`src/gb_pkg.sv`:
```
// Shared constants, types and sizes for the 3x3 Gaussian blur block.
// No dependencies; every other file imports this package.
package gb_pkg;

   localparam int FRAME_WIDTH  = 8;
   localparam int FRAME_HEIGHT = 8;

   localparam int PIX_W      = 8;
   localparam int COL_W      = $clog2(FRAME_WIDTH);
   localparam int ROW_W      = $clog2(FRAME_HEIGHT);
   localparam int HIST_DEPTH = 2 * FRAME_WIDTH + 2;
   localparam int FLUSH_LEN  = FRAME_WIDTH + 1;
   localparam int FLUSH_W    = $clog2(FLUSH_LEN + 1);
   localparam int SUM_W      = PIX_W + 4;
   localparam int KERNEL_N   = 9;

   typedef logic [PIX_W-1:0] pixel_type;

   // Control of one pixel cell: load has priority over shift.
   typedef struct packed {
      logic shift;
      logic load;
   } gb_cell_ctrl_type;

endpackage

```
`src/gb_stream_if.sv`:
```
// Valid/ready channel interfaces for the blur block's pixel input and result output.
// Depends on gb_pkg for the pixel type.
interface gb_req_if;
   import gb_pkg::*;

   logic      valid;
   logic      ready;
   pixel_type pixel_in;

   modport source (output valid, output pixel_in, input ready);
   modport sink   (input valid, input pixel_in, output ready);
endinterface

interface gb_rsp_if;
   import gb_pkg::*;

   logic      valid;
   logic      ready;
   pixel_type pixel_out;
   logic      frame_last;
   logic      run_last;

   modport source (output valid, output pixel_out, output frame_last, output run_last,
                   input ready);
   modport sink   (input valid, input pixel_out, input frame_last, input run_last,
                   output ready);
endinterface

```
`src/gb_cell.sv`:
```
// One pixel cell of a shift chain: holds a pixel, takes its neighbor's on shift.
// Depends on gb_pkg.
module gb_cell (
   input  logic                     clock,
   input  gb_pkg::gb_cell_ctrl_type ctrl,
   input  gb_pkg::pixel_type        load_data,
   input  gb_pkg::pixel_type        shift_data,
   output gb_pkg::pixel_type        pixel
);
   import gb_pkg::*;

   pixel_type pix_ff;
   pixel_type pix_in;

   always_comb begin
      priority if (ctrl.load) begin
         pix_in = load_data;
      end else if (ctrl.shift) begin
         pix_in = shift_data;
      end else begin
         pix_in = pix_ff;
      end
   end

   always_ff @(posedge clock) begin
      pix_ff <= pix_in;
   end

   assign pixel = pix_ff;

endmodule

```
`src/gb_kernel.sv`:
```
// Weighted 3x3 sum (1 2 1; 2 4 2; 1 2 1) shifted right by four, truncated.
// Depends on gb_pkg. Window order: top row left to right, then middle, then bottom.
module gb_kernel (
   input  gb_pkg::pixel_type win [gb_pkg::KERNEL_N],
   output gb_pkg::pixel_type blurred
);
   import gb_pkg::*;

   logic [SUM_W-1:0] sum;

   always_comb begin
      sum = SUM_W'(win[0])        + (SUM_W'(win[1]) << 1) + SUM_W'(win[2])
          + (SUM_W'(win[3]) << 1) + (SUM_W'(win[4]) << 2) + (SUM_W'(win[5]) << 1)
          + SUM_W'(win[6])        + (SUM_W'(win[7]) << 1) + SUM_W'(win[8]);
   end

   assign blurred = sum[SUM_W-1:4];

endmodule

```
`src/gaussian_blur_3x3.sv`:
```
// Top level of the 3x3 Gaussian blur: line history chain, flush chain, output register.
// Depends on gb_pkg, gb_stream_if, gb_cell and gb_kernel.
//
// Takes one pixel per clock in raster order, frames back to back, and gives one
// result per clock. Output pixel k is offered in the cycle after input pixel
// k+FRAME_WIDTH+1 is transferred; the first FRAME_WIDTH+1 inputs of a frame give
// nothing. The last input of a frame gives its own result and then the last
// FRAME_WIDTH+1 pixels unchanged, taken from a flush chain loaded at that
// transfer, while the next frame's first inputs keep flowing in. Border pixels
// pass through unchanged; frame_last marks the final pixel of a frame and
// run_last the last result of each input. The single output register sets the
// rate: an input that yields a result is taken when that register is free and
// the flush chain is empty; other inputs are always taken.
module gaussian_blur_3x3 (
   input logic      clock,
   input logic      reset,
   gb_req_if.sink   req_chan,
   gb_rsp_if.source rsp_chan
);
   import gb_pkg::*;

   logic [COL_W-1:0]   col_ff, col_in;
   logic [ROW_W-1:0]   row_ff, row_in;
   logic [FLUSH_W-1:0] flush_cnt_ff, flush_cnt_in;

   logic      out_valid_ff, out_valid_in;
   pixel_type out_pix_ff, out_pix_in;
   logic      out_flast_ff, out_flast_in;
   logic      out_rlast_ff, out_rlast_in;

   logic      accept;
   logic      produces;
   logic      is_border;
   logic      is_last_in;
   logic      slot_free;
   logic      flush_adv;
   pixel_type cur;
   pixel_type blurred;
   pixel_type hist_pix  [HIST_DEPTH];
   pixel_type flush_pix [FLUSH_LEN];
   pixel_type win       [KERNEL_N];

   gb_cell_ctrl_type hist_ctrl;
   gb_cell_ctrl_type flush_ctrl;

   assign cur        = req_chan.pixel_in;
   assign is_last_in = (row_ff == ROW_W'(FRAME_HEIGHT - 1)) &&
                       (col_ff == COL_W'(FRAME_WIDTH - 1));
   assign produces   = (row_ff >= ROW_W'(2)) ||
                       ((row_ff == ROW_W'(1)) && (col_ff != '0));
   // Output pixel sits one row and one column back; only these spots hit the border.
   assign is_border  = (col_ff == COL_W'(0)) || (col_ff == COL_W'(1)) ||
                       (row_ff == ROW_W'(1));
   assign slot_free  = !out_valid_ff || rsp_chan.ready;
   assign flush_adv  = slot_free && (flush_cnt_ff != '0);

   assign req_chan.ready = !produces || (slot_free && (flush_cnt_ff == '0));
   assign accept         = req_chan.valid && req_chan.ready;

   // Line history: cell 0 holds the previous pixel, each cell passes to the next.
   assign hist_ctrl = '{shift: accept, load: 1'b0};

   for (genvar i = 0; i < HIST_DEPTH; i++) begin : g_hist
      if (i == 0) begin : g_head
         gb_cell u_cell (
            .clock      (clock),
            .ctrl       (hist_ctrl),
            .load_data  (cur),
            .shift_data (cur),
            .pixel      (hist_pix[i])
         );
      end else begin : g_body
         gb_cell u_cell (
            .clock      (clock),
            .ctrl       (hist_ctrl),
            .load_data  (hist_pix[i-1]),
            .shift_data (hist_pix[i-1]),
            .pixel      (hist_pix[i])
         );
      end
   end

   // Flush chain: loaded with the frame's last FRAME_WIDTH+1 pixels, oldest in cell 0.
   assign flush_ctrl = '{shift: flush_adv, load: accept && is_last_in};

   for (genvar m = 0; m < FLUSH_LEN; m++) begin : g_flush
      if (m == FLUSH_LEN - 1) begin : g_tail
         gb_cell u_cell (
            .clock      (clock),
            .ctrl       (flush_ctrl),
            .load_data  (cur),
            .shift_data ('0),
            .pixel      (flush_pix[m])
         );
      end else begin : g_body
         gb_cell u_cell (
            .clock      (clock),
            .ctrl       (flush_ctrl),
            .load_data  (hist_pix[FRAME_WIDTH-m-1]),
            .shift_data (flush_pix[m+1]),
            .pixel      (flush_pix[m])
         );
      end
   end

   assign win[0] = hist_pix[2*FRAME_WIDTH+1];
   assign win[1] = hist_pix[2*FRAME_WIDTH];
   assign win[2] = hist_pix[2*FRAME_WIDTH-1];
   assign win[3] = hist_pix[FRAME_WIDTH+1];
   assign win[4] = hist_pix[FRAME_WIDTH];
   assign win[5] = hist_pix[FRAME_WIDTH-1];
   assign win[6] = hist_pix[1];
   assign win[7] = hist_pix[0];
   assign win[8] = cur;

   gb_kernel u_kernel (
      .win     (win),
      .blurred (blurred)
   );

   // Raster counters wrap at frame end.
   always_comb begin
      col_in = col_ff;
      row_in = row_ff;
      if (accept) begin
         if (col_ff == COL_W'(FRAME_WIDTH - 1)) begin
            col_in = '0;
            if (row_ff == ROW_W'(FRAME_HEIGHT - 1)) begin
               row_in = '0;
            end else begin
               row_in = row_ff + ROW_W'(1);
            end
         end else begin
            col_in = col_ff + COL_W'(1);
         end
      end
   end

   always_comb begin
      flush_cnt_in = flush_cnt_ff;
      out_valid_in = out_valid_ff;
      out_pix_in   = out_pix_ff;
      out_flast_in = out_flast_ff;
      out_rlast_in = out_rlast_ff;
      if (accept && is_last_in) begin
         flush_cnt_in = FLUSH_W'(FLUSH_LEN);
      end else if (flush_adv) begin
         flush_cnt_in = flush_cnt_ff - FLUSH_W'(1);
      end
      if (slot_free) begin
         priority if (flush_cnt_ff != '0) begin
            out_valid_in = 1'b1;
            out_pix_in   = flush_pix[0];
            out_flast_in = (flush_cnt_ff == FLUSH_W'(1));
            out_rlast_in = (flush_cnt_ff == FLUSH_W'(1));
         end else if (accept && produces) begin
            out_valid_in = 1'b1;
            out_pix_in   = is_border ? hist_pix[FRAME_WIDTH] : blurred;
            out_flast_in = 1'b0;
            out_rlast_in = !is_last_in;
         end else begin
            out_valid_in = 1'b0;
         end
      end
   end

   always_ff @(posedge clock) begin
      if (reset) begin
         col_ff       <= '0;
         row_ff       <= '0;
         flush_cnt_ff <= '0;
         out_valid_ff <= 1'b0;
      end else begin
         col_ff       <= col_in;
         row_ff       <= row_in;
         flush_cnt_ff <= flush_cnt_in;
         out_valid_ff <= out_valid_in;
      end
   end

   always_ff @(posedge clock) begin
      out_pix_ff   <= out_pix_in;
      out_flast_ff <= out_flast_in;
      out_rlast_ff <= out_rlast_in;
   end

   assign rsp_chan.valid      = out_valid_ff;
   assign rsp_chan.pixel_out  = out_pix_ff;
   assign rsp_chan.frame_last = out_flast_ff;
   assign rsp_chan.run_last   = out_rlast_ff;

   a_flush_start: assert property (@(posedge clock) disable iff (reset)
      (accept && is_last_in) |=> (flush_cnt_ff == FLUSH_W'(FLUSH_LEN)) && out_valid_ff)
      else $error("flush did not start after last pixel of frame");

   a_flush_busy: assert property (@(posedge clock) disable iff (reset)
      (flush_cnt_ff != '0) |-> out_valid_ff)
      else $error("output register empty while flushing");

   a_no_overlap: assert property (@(posedge clock) disable iff (reset)
      (accept && produces) |-> (flush_cnt_ff == '0))
      else $error("result transfer taken during flush");

   a_flast_rlast: assert property (@(posedge clock) disable iff (reset)
      (out_valid_ff && out_flast_ff) |-> out_rlast_ff)
      else $error("frame_last without run_last");

   a_col_range: assert property (@(posedge clock) disable iff (reset)
      col_ff <= COL_W'(FRAME_WIDTH - 1))
      else $error("column counter out of range");

endmodule
```
`src/flat_wrapper.sv`:
```
// flat-port wrapper written by rule: the top's interface ports become plain ports
module gaussian_blur_3x3_flat import gb_pkg::*;
  (clock, reset, req_chan_valid, req_chan_pixel_in, req_chan_ready, rsp_chan_valid, rsp_chan_pixel_out, rsp_chan_frame_last, rsp_chan_run_last, rsp_chan_ready);
  gb_req_if req_chan_i ();
  gb_rsp_if rsp_chan_i ();
  input logic clock;
  input logic reset;
  input wire logic [$bits(req_chan_i.valid)-1:0] req_chan_valid;
  input wire logic [$bits(req_chan_i.pixel_in)-1:0] req_chan_pixel_in;
  output wire logic [$bits(req_chan_i.ready)-1:0] req_chan_ready;
  output wire logic [$bits(rsp_chan_i.valid)-1:0] rsp_chan_valid;
  output wire logic [$bits(rsp_chan_i.pixel_out)-1:0] rsp_chan_pixel_out;
  output wire logic [$bits(rsp_chan_i.frame_last)-1:0] rsp_chan_frame_last;
  output wire logic [$bits(rsp_chan_i.run_last)-1:0] rsp_chan_run_last;
  input wire logic [$bits(rsp_chan_i.ready)-1:0] rsp_chan_ready;
  assign req_chan_i.valid = req_chan_valid;
  assign req_chan_i.pixel_in = req_chan_pixel_in;
  assign req_chan_ready = req_chan_i.ready;
  assign rsp_chan_valid = rsp_chan_i.valid;
  assign rsp_chan_pixel_out = rsp_chan_i.pixel_out;
  assign rsp_chan_frame_last = rsp_chan_i.frame_last;
  assign rsp_chan_run_last = rsp_chan_i.run_last;
  assign rsp_chan_i.ready = rsp_chan_ready;
  gaussian_blur_3x3 u_core (.clock(clock), .reset(reset), .req_chan(req_chan_i), .rsp_chan(rsp_chan_i));
endmodule
```
`config.mk`:
```
export PLATFORM = sky130hd
export DESIGN_NAME = gaussian_blur_3x3_flat
export DESIGN_NICKNAME = d
export VERILOG_FILES = /design/src/gb_pkg.sv /design/src/gb_stream_if.sv /design/src/gb_cell.sv /design/src/gb_kernel.sv /design/src/gaussian_blur_3x3.sv /design/src/flat_wrapper.sv
export SDC_FILE = /design/constraint.sdc
export NUM_CORES = 1
export LEC_CHECK = 0
export ABC_CLOCK_PERIOD_IN_PS = 14000
export CORE_MARGIN = 1
export CORE_UTILIZATION = 32
export DETAILED_ROUTE_END_ITERATION = 12
export DONT_BUFFER_PORTS = 1
export PLACE_DENSITY_LB_ADDON = 0.2
export SKIP_LAST_GASP = 1
export SLEW_MARGIN = 40
export SYNTH_ARGS = -nofsm -noshare
export SYNTH_HDL_FRONTEND = slang
export SYNTH_SLANG_ARGS = --single-unit
```
`constraint.sdc`:
```
create_clock -name clock -period 14 [get_ports clock]
set_input_delay 1.4 -clock clock [delete_from_list [all_inputs] [get_ports clock]]
set_output_delay 1.4 -clock clock [all_outputs]
set_load 0.03 [all_outputs]
```
==> results.json <==
{
  "dieWidth_um": 182,
  "vias_per_cell": 4.36,
  "final_layout_size_suffix_gt1_share_pct": 15.9,
  "antenna_found_initial": 0,
  "avgSynthCellArea_um2": 17.2,
  "routed_wl_um": 17700,
  "synth-async-reset-ratio_pct": 0,
  "final_nets": 713,
  "cts.path.max_buffers": 3,
  "io-pin-count": 24,
  "syn-cell-area_um2": 10400,
  "grt_max_degree": 85,
  "synth_area_leaders": "edfxtp_1 (65%), fa_1 (10%), mux2_4 (5.8%), inv_1 (3.3%), ha_1 (2.8%)",
  "synth_edf_count": 226,
  "timing.rr.start": "u_core.g_hist[15].g_body.u_cell.pixel[6]",
  "whs_path_depth": 0,
  "io_buffers": 0,
  "synth_top_area_share_pct": 65.1,
  "final_common_cell": "edfxtp_1",
  "tritoncts": "yes",
  "start_kind": "input pin",
  "vias": 4703,
  "ctsHoldBuffers": 0,
  "drcViolationCount": 0,
  "wire_per_inst_um": 16.4,
  "cp.arrival_ns": 4.95,
  "drv_slew": 0,
  "syn_to_final_growth_pct": 11.7,
  "required_ns": 14.26,
  "cts_root_buf": "clkbuf_16",
  "die_h_um": 182,
  "drv_cap": 0,
  "cts.repair.resized": 0,
  "dp_hpwl_um": 11200,
  "ys_ff_latch": 237,
  "power_density_nw_per_um2": 207,
  "ys_seq_area_share_pct": 67.2,
  "synthFlopType": "edfxtp_1",
  "nFillCells": 2963,
  "grt_pass1_vias": 5107,
  "clk_latency_ns": 0.53,
  "cp-end-kind": "flop",
  "slew_headroom_pct": 48.3,
  "synthAdderAreaFrac_pct": 12.7,
  "critPathMaxFanout": 4,
  "clock.fmax_mhz": 213,
  "core_area_um2": 31800,
  "hold_start": "u_core.g_hist[10].g_body.u_cell.pixel[6]",
  "hold_slack_ns": 0.416,
  "status": "completed",
  "antenna_left": 0,
  "place.gp.congestion": 0.724,
  "drt_first_pass_iters": 4,
  "initial_core_util_pct": 32.8,
  "setup_tns_ns": 0,
  "rsz0062_at_grt": "false",
  "numCtsBuffers": 25,
  "setup_viol": 0,
  "skew_ns": 0.0248,
  "grt_first_pass_wirelength_um": 28700,
  "fin_crit_ns": 4.69,
  "synth.distinct_cells": 48,
  "r2r_cells": 12,
  "reg2reg_to": "u_core.rsp_chan.pixel_out[7]",
  "crit_type": "in2reg",
  "final_cell_mix": "edfxtp_1 (226), inv_1 (92), fa_1 (52)",
  "synth-compound-area-share_pct": 3.00,
  "drtIter0Drc": 317,
  "rows": 65,
  "cts_setup_buffers": 0,
  "synth-simple-area-share_pct": 3.28,
  "hp-class": "reg2reg",
  "overflow": 0,
  "synth_top_family_by_area": "adder cells",
  "path_clk_slew_ns": 0.06,
  "worstMarginPinSlew_ns": 0.776,
  "total_power_uw": 2410,
  "synth_nets": 693,
  "reg2reg_slack_ns": 9.86,
  "hold_violations": 0,
  "diodes": 0,
  "p_leak_uw": 0.00435,
  "cts_max_level": 1,
  "synth_warnings": 0,
  "irDropWorstVdd_mv": 0.141,
  "yosysTopAreaCell": "edfxtp_1",
  "cts_sinks": 237,
  "synth_xor_xnor_area_share_pct": 0.588,
  "holdPathEnd": "u_core.g_hist[11].g_body.u_cell.pixel[6]",
  "die_area_um2": 33300,
  "muxShareOfSynthArea_pct": 8.44,
  "fin_crit_sh_pct": 33.5,
  "grt_use_total_pct": 11.1,
  "syn_inst": 606
}
-- per-layer routing --
metal	share of wire [%]	vias up	global-route usage [%]
met4	2.6	0	3.33
met1	47	2412	15.7
met5	0	-	0
met3	4.8	33	2.00
met2	45	73	17.3
li1	-	2185	-
-- registers in the layout, indices dropped and copies added (netlist names) --
| name | count |
|---|---|
| u_core.rsp_chan.frame_last | 1 |
| u_core.g_flush.g_body.u_cell.pixel | 64 |
| u_core.flush_cnt_ff | 4 |
| u_core.rsp_chan.valid | 1 |
| u_core.g_hist.g_body.u_cell.pixel | 136 |
| u_core.col_ff | 3 |
| u_core.rsp_chan.pixel_out | 8 |
| u_core.rsp_chan.run_last | 1 |
| u_core.row_ff | 3 |
| u_core.g_flush.g_tail.u_cell.pixel | 8 |
| u_core.g_hist.g_head.u_cell.pixel | 8 |
-- power by group --
part	leakage [uW]	internal (uW)	total (uW)	switching (uW)
sequential	0.00230	1020	1120	96.7
combinational	0.00169	304	685	381
clock	0.000359	344	603	259
total	0.00435	1670	2410	737
-- cell type report --
| type | instances | area, um2 | share of cell area, % |
|---|---|---|---|
| Tap cell | 435 | 544 | 4.68 |
| Timing Repair Buffer | 5 | 48.8 | 0.419 |
| Sequential cell | 237 | 7010 | 60.2 |
| Clock inverter | 7 | 33.8 | 0.290 |
| Multi-Input combinational cell | 264 | 2950 | 25.3 |
| Inverter | 93 | 354 | 3.04 |
| Clock buffer | 37 | 701 | 6.02 |
-- worst max path at each step --
stage	start	end	slack (ns)	depth (start not counted)
6_report	req_chan_pixel_in[5]	u_core.rsp_chan.pixel_out[6]	9.31	14
5_1_grt	req_chan_pixel_in[6]	u_core.rsp_chan.pixel_out[7]	9.10	14
4_1_cts	req_chan_pixel_in[5]	u_core.rsp_chan.pixel_out[6]	9.29	14
3_5_place_dp	req_chan_pixel_in[5]	u_core.rsp_chan.pixel_out[6]	8.76	14
3_3_place_gp	req_chan_pixel_in[5]	u_core.rsp_chan.pixel_out[6]	8.77	14
2_1_floorplan	rsp_chan_ready	u_core.g_flush[0].g_body.u_cell.pixel[0]	6.59	7
-- cell families after synthesis --
logic type               Yosys count
AO/OA/AOI/OAI                     49
XOR/XNOR                           7
adder cells (fa/ha/maj)           75
buffers and inverters            105
flip-flops                       237
multiplexers                      65
AND/OR/NAND/NOR                   68
-- per-stage QoR --
step / instances / util, % / cell area (um2) / setup WS [ns]
4_1_cts: 1078 / 36.6 / 11600 / 9.29
3_3_place_gp: 1033 / 34.2 / 10900 / 8.77
5_1_grt: 1078 / 36.6 / 11600 / 9.10
6_report: 1078 / 36.6 / 11600 / 9.31
3_5_place_dp: 1034 / 34.3 / 10900 / 8.76
2_1_floorplan: 606 / - / 10400 / 6.59
-- worst max-delay path, stage by stage --
cell	delay, ns
inv_1	0.04
fa_1	0.53
inv_1	0.06
fa_1	0.51
fa_1	0.54
inv_1	0.05
fa_1	0.53
inv_1	0.04
ha_1	0.34
nand2_1	0.07
o41a_1	0.36
o21ai_0	0.24
xnor2_1	0.14
o22ai_1	0.09
-- synthesized netlist by cell type, types with 2 or more instances --
library cell  number
a21o_1             4
a21oi_1           22
a31oi_1            2
and2_1             3
and3_1             2
buf_12             5
clkbuf_1           4
dfxtp_1           11
edfxtp_1         226
fa_1              52
ha_1              23
inv_1             93
mux2_1             7
mux2_2            16
mux2_4            40
mux2i_1            2
nand2_1           24
nand2b_1           3
nand3_1            5
nor2_1            14
nor3_1             4
o21a_1             3
o21ai_0            9
or3_1              3
xnor2_1            6
Note: power is estimated with default switching activity, not from simulation.
